## src/rtl/lpht_pkg.sv

```systemverilog
package lpht_pkg;

    localparam int MAX_ENTRIES_DEF = 1024;
    localparam int VALUE_BITS_DEF  = 64;

    localparam int KEY_W   = 64;
    localparam int FIELD_W = 64;
    localparam int COUNT_W = 12;
    localparam int CFG_W   = 11;
    localparam int CFG_IDX_W = 1;

    localparam logic [63:0] SEED_A   = 64'd12923598712359872066;
    localparam logic [63:0] SEED_MUL = 64'd7467732452331123588;
    localparam logic [63:0] SEED_0   = SEED_A;
    localparam logic [127:0] SEED_PROD = 128'(SEED_A) * 128'(SEED_MUL);
    localparam logic [63:0] SEED_1   = SEED_PROD[63:0];
    localparam logic [31:0] CRC_POLY = 32'h82F63B78;
    localparam logic [COUNT_W-1:0] COUNT_MAX = '1;

    localparam logic [CFG_IDX_W-1:0] CFG_ENTRIES   = 1'b0;
    localparam logic [CFG_IDX_W-1:0] CFG_HASH_MODE = 1'b1;

    localparam logic [KEY_W-1:0] KEY_EMPTY = '0;
    localparam logic [KEY_W-1:0] KEY_TOMB  = 64'd1;

    typedef enum logic [1:0] {
        KIND_GET    = 2'd0,
        KIND_UPSERT = 2'd1,
        KIND_UPDATE = 2'd2,
        KIND_REMOVE = 2'd3
    } kind_t;

    typedef enum logic [1:0] {
        ST_DONE     = 2'd0,
        ST_NOTFOUND = 2'd1,
        ST_FULL     = 2'd2,
        ST_INVALID  = 2'd3
    } status_t;

    typedef struct packed {
        kind_t              kind;
        logic [KEY_W-1:0]   key;
        logic [FIELD_W-1:0] value;
    } req_t;

    typedef struct packed {
        status_t            status;
        logic [FIELD_W-1:0] found_value;
        logic [COUNT_W-1:0] live_count;
        logic [COUNT_W-1:0] tomb_count;
    } rsp_t;

endpackage

```

## src/rtl/lpht_hash.sv

```systemverilog
module lpht_hash #(
    parameter int NUM_SLOTS = 2048,
    parameter int AW = $clog2(NUM_SLOTS),
    parameter int SW = $clog2(NUM_SLOTS + 1)
) (
    input  logic                   clk,
    input  logic                   rst_n,
    input  logic                   start,
    input  logic [lpht_pkg::KEY_W-1:0] key,
    input  logic                   mode,
    input  logic [SW-1:0]          slots,
    output logic                   done,
    output logic [AW-1:0]          slot
);
    import lpht_pkg::*;

    typedef enum logic [1:0] {H_IDLE, H_CRC, H_MOD} hstate_t;

    hstate_t     state_reg;
    logic        sel_reg;
    logic [2:0]  byte_reg;
    logic [5:0]  bit_reg;
    logic [31:0] crc_reg;
    logic [31:0] keylo_reg;
    logic [31:0] lo_reg;
    logic [63:0] hash_reg;
    logic [SW-1:0] rem_reg;
    logic        done_reg;

    logic [63:0] cur_seed;
    logic [31:0] crc_next;
    logic [SW:0] trial;
    logic [SW:0] rem_next;

    function automatic logic [31:0] crc_byte(input logic [31:0] c, input logic [7:0] d);
        logic [31:0] r;
        logic        b;
        r = c;
        for (int j = 0; j < 8; j++)
        begin
            b = r[0] ^ d[j];
            r = r >> 1;
            if (b)
            begin
                r = r ^ CRC_POLY;
            end
        end
        return r;
    endfunction

    always_comb
    begin
        cur_seed = sel_reg ? SEED_1 : SEED_0;
        crc_next = crc_byte(crc_reg, cur_seed[byte_reg*8 +: 8]);
        trial = {rem_reg, hash_reg[63]};
        if (trial >= {1'b0, slots})
        begin
            rem_next = trial - {1'b0, slots};
        end
        else
        begin
            rem_next = trial;
        end
    end

    always_ff @(posedge clk or negedge rst_n)
    begin
        if (!rst_n)
        begin
            state_reg <= H_IDLE;
            sel_reg   <= 1'b0;
            byte_reg  <= '0;
            bit_reg   <= '0;
            crc_reg   <= '0;
            keylo_reg <= '0;
            lo_reg    <= '0;
            hash_reg  <= '0;
            rem_reg   <= '0;
            done_reg  <= 1'b0;
        end
        else
        begin
            case (state_reg)
                H_IDLE:
                begin
                    done_reg <= 1'b0;
                    if (start)
                    begin
                        keylo_reg <= key[31:0];
                        crc_reg   <= key[31:0];
                        sel_reg   <= 1'b0;
                        byte_reg  <= '0;
                        bit_reg   <= '0;
                        rem_reg   <= '0;
                        if (mode)
                        begin
                            state_reg <= H_CRC;
                        end
                        else
                        begin
                            hash_reg  <= key;
                            state_reg <= H_MOD;
                        end
                    end
                end
                H_CRC:
                begin
                    byte_reg <= byte_reg + 3'd1;
                    if (byte_reg == 3'd7)
                    begin
                        if (!sel_reg)
                        begin
                            lo_reg  <= crc_next;
                            crc_reg <= keylo_reg;
                            sel_reg <= 1'b1;
                        end
                        else
                        begin
                            crc_reg   <= crc_next;
                            hash_reg  <= {crc_next, lo_reg};
                            state_reg <= H_MOD;
                        end
                    end
                    else
                    begin
                        crc_reg <= crc_next;
                    end
                end
                H_MOD:
                begin
                    rem_reg  <= rem_next[SW-1:0];
                    hash_reg <= {hash_reg[62:0], 1'b0};
                    bit_reg  <= bit_reg + 6'd1;
                    done_reg <= (bit_reg == 6'd63);
                    if (bit_reg == 6'd63)
                    begin
                        state_reg <= H_IDLE;
                    end
                end
                default:
                begin
                    done_reg  <= 1'b0;
                    state_reg <= H_IDLE;
                end
            endcase
        end
    end

    assign done = done_reg;
    assign slot = rem_reg[AW-1:0];
endmodule

```

## config.mk

```make
export PLATFORM = sky130hd
export DESIGN_NAME = lpht_hash
export DESIGN_NICKNAME = d
export VERILOG_FILES = /design/src/rtl/lpht_pkg.sv /design/src/rtl/lpht_hash.sv
export SDC_FILE = /design/constraint.sdc
export NUM_CORES = 1
export LEC_CHECK = 0
export CORE_ASPECT_RATIO = 0.5
export CORE_MARGIN = 1
export CORE_UTILIZATION = 55
export CTS_CLUSTER_SIZE = 25
export DETAILED_ROUTE_END_ITERATION = 7
export DONT_BUFFER_PORTS = 1
export PLACE_DENSITY = 0.76
export SLEW_MARGIN = 20
export SYNTH_ARGS = -nofsm -noshare
export SYNTH_HDL_FRONTEND = slang
export SYNTH_SLANG_ARGS = --single-unit
```

## constraint.sdc

```tcl
create_clock -name clk -period 3.7 [get_ports clk]
set_input_delay 0.555 -clock clk [delete_from_list [all_inputs] [get_ports clk]]
set_output_delay 0.555 -clock clk [all_outputs]
set_load 0.03 [all_outputs]
```

==> results.ini <==
[routing]
vias=8456
antenna_left=0
dr.pass1.iters=6
drc_errors=0
routedWlPerCell_um=22.4
via_per_inst=6.36
wirelength_mm=29.8
drt_iter0_drc=867

[die]
dieArea_um2=19800
coreArea_um2=18600
die_y_um=100
io_pins=92
initial_core_util=0.568
num_rows=35
die_w_um=198

[critical_path]
cpMostUsedCell=a21oi_1
slowest_delay_ns=0.60
regToRegSetupSlack_ns=0.15
critPathBufInv=1
worst-path-max-fanout=9
crit_required_ns=3.99
crit_family=XOR/XNOR gates
cp_slowest_cell=xnor3_1
r2r-start=byte_reg[0]
crit_type=flop to flop
worstSetupEndpointType=flop
cp_cell_sequence=inv_2, ha_1, a21oi_1, a21oi_1, xor2_1, xnor3_1, xnor2_1, nor2_1, a211oi_1, nor3_1
start_kind=flop
arrival_ns=3.84
reg2reg_depth=10
worstReg2RegEnd=hash_reg[37]

[cts]
clk_latency_ns=0.44
root_buffer=clkbuf_16
cts-htree-levels=4
cts_tree=yes
clkTransAtPathRegs_ns=0.07
clock_path_buffers=2
cts.repair.resized=0
cts.sinks=185
cts_inserted_buffers=17
post_cts_buffers=0

[synth]
yosys_warnings=0
syn_area_per_cell_um2=9.63
synth_nets=1205
synth_cells=1099
synth.cell_area_um2=10600
seq_area_frac_synth=0.438
ys_types=58
synth_edf_count=0
async_reset_ff_frac=1.00
ys_dominant_reg_cell=dfrtp_1
synth-seq-cells=185

[global_routing]
grt_max_degree=186
grt_usage=0.312
busiest_layer=met2
met2_usage=0.464
grt_pass1_wl_mm=46.6
grt_pass1_vias=8105
use_met3=0.107
grt_overflow_total=0
grtUsageMet1=0.440
antenna_found_initial=0

[timing]
finalCritPeriodShare=0.959
period_needed_ns=3.55
hold_viol_final=185
holdWs_ns=-0.192
finalSetupViolCount=0
grt_setup_unrepaired=no
relSlewSlack=0.453
tightestPinTransition_ns=0.821
fin_tns_setup_ns=0
fin_skew_ns=0.0119
drv_slew=0
max_freq_mhz=282

[cells_and_area]
syn_to_final_growth_pct=7.68
fin_nets=1163
final_cell_mix=dfrtp_1 (185), nand2_1 (124), nor2_1 (97), o21ai_0 (95), a21oi_1 (64)
layout_commonest_cell=dfrtp_1
n_fill_cell=1551
drive_gt1_frac=0.126
largest_register_ffs=64

[hold_path]
hold_path_class=input pin to asynchronous set/reset pin

[place]
dp_hpwl_mm=20.3
port_buffers=0
place.gp.congestion=0.889

[status]
violations=hold timing
status=finished with violations

[run]
cap_violations=0

==> metrics by stage <==
| step | worst slack [ns] | utilization | hold WS, ns | instance area (um2) | std cells |
|---|---|---|---|---|---|
| 6_report | 0.152 | 0.612 | -0.192 | 11400 | 1330 |
| 5_1_grt | 0.0302 | 0.612 | -0.207 | 11400 | 1329 |
| 4_1_cts | 0.201 | 0.612 | -0.197 | 11400 | 1329 |
| 3_5_place_dp | 0.238 | 0.579 | 0.265 | 10800 | 1297 |
| 3_3_place_gp | 0.406 | 0.579 | 0.266 | 10800 | 1297 |
| 2_1_floorplan | 0.657 | - | 0.259 | 10600 | 1099 |
==> layer usage <==
metal / part of all wire / routed length (um)
met3: 0.11 / 3300
met1: 0.44 / 13000
met5: 0 / 0
met4: 0.015 / 442
met2: 0.44 / 13000
==> worst register-to-register path: cells and delay by family, from the launching register on <==
family          cells  cell delay [ns]
xor+xnor            3             1.27
compound gates      3             0.81
flops               1             0.53
fa+ha+maj           1             0.42
simple gates        2             0.22
buf+inv             1             0.15
==> cells in the mapped netlist (all sizes together), types with 20 or more instances <==
master | instances | area, um2
dfrtp | 185 | 4630
nand2 | 125 | 469
o21ai | 102 | 510
nor2 | 97 | 364
clkbuf | 70 | 263
a21oi | 64 | 320
xnor2 | 61 | 662
mux2 | 42 | 473
a221oi | 41 | 383
nor3 | 40 | 210
o31ai | 36 | 284
ha | 25 | 313
inv | 24 | 90.1
mux2i | 22 | 220
xor2 | 22 | 238
buf | 20 | 130
==> worst max path at each step <==
stage / startpoint / end / slack [ns] / cells after the start
after floorplan: sel_reg / hash_reg[36] / 0.66 / 11
after global placement: byte_reg[0] / crc_reg[7] / 0.41 / 10
after detailed placement: byte_reg[0] / hash_reg[37] / 0.24 / 10
after CTS: byte_reg[0] / hash_reg[37] / 0.20 / 10
after global routing: byte_reg[0] / hash_reg[37] / 0.03 / 10
final: byte_reg[0] / hash_reg[37] / 0.15 / 10
==> cell type report <==
cell class                      count  area, um2  share of cell area
Timing Repair Buffer               29        230              0.0202
Clock inverter                     12        164              0.0144
Inverter                           25       93.8             0.00824
Antenna cell                        1       2.50            0.000220
Multi-Input combinational cell    799       5490               0.482
Tap cell                          259        324              0.0284
Clock buffer                       20        457              0.0401
Sequential cell                   185       4630               0.406
==> logic make-up after synthesis <==
logic type                 share of synthesized area
DFF                                            0.438
xor gates and xnor gates                       0.105
adders and majority gates                     0.0315
AOI/OAI and AO/OA                              0.178
and+or+nand+nor                                0.134
muxes                                         0.0677
buffers and inverters                         0.0460
Power is not shown: default switching activity piles up to over one toggle a cycle in this logic, so the estimate is an artifact.
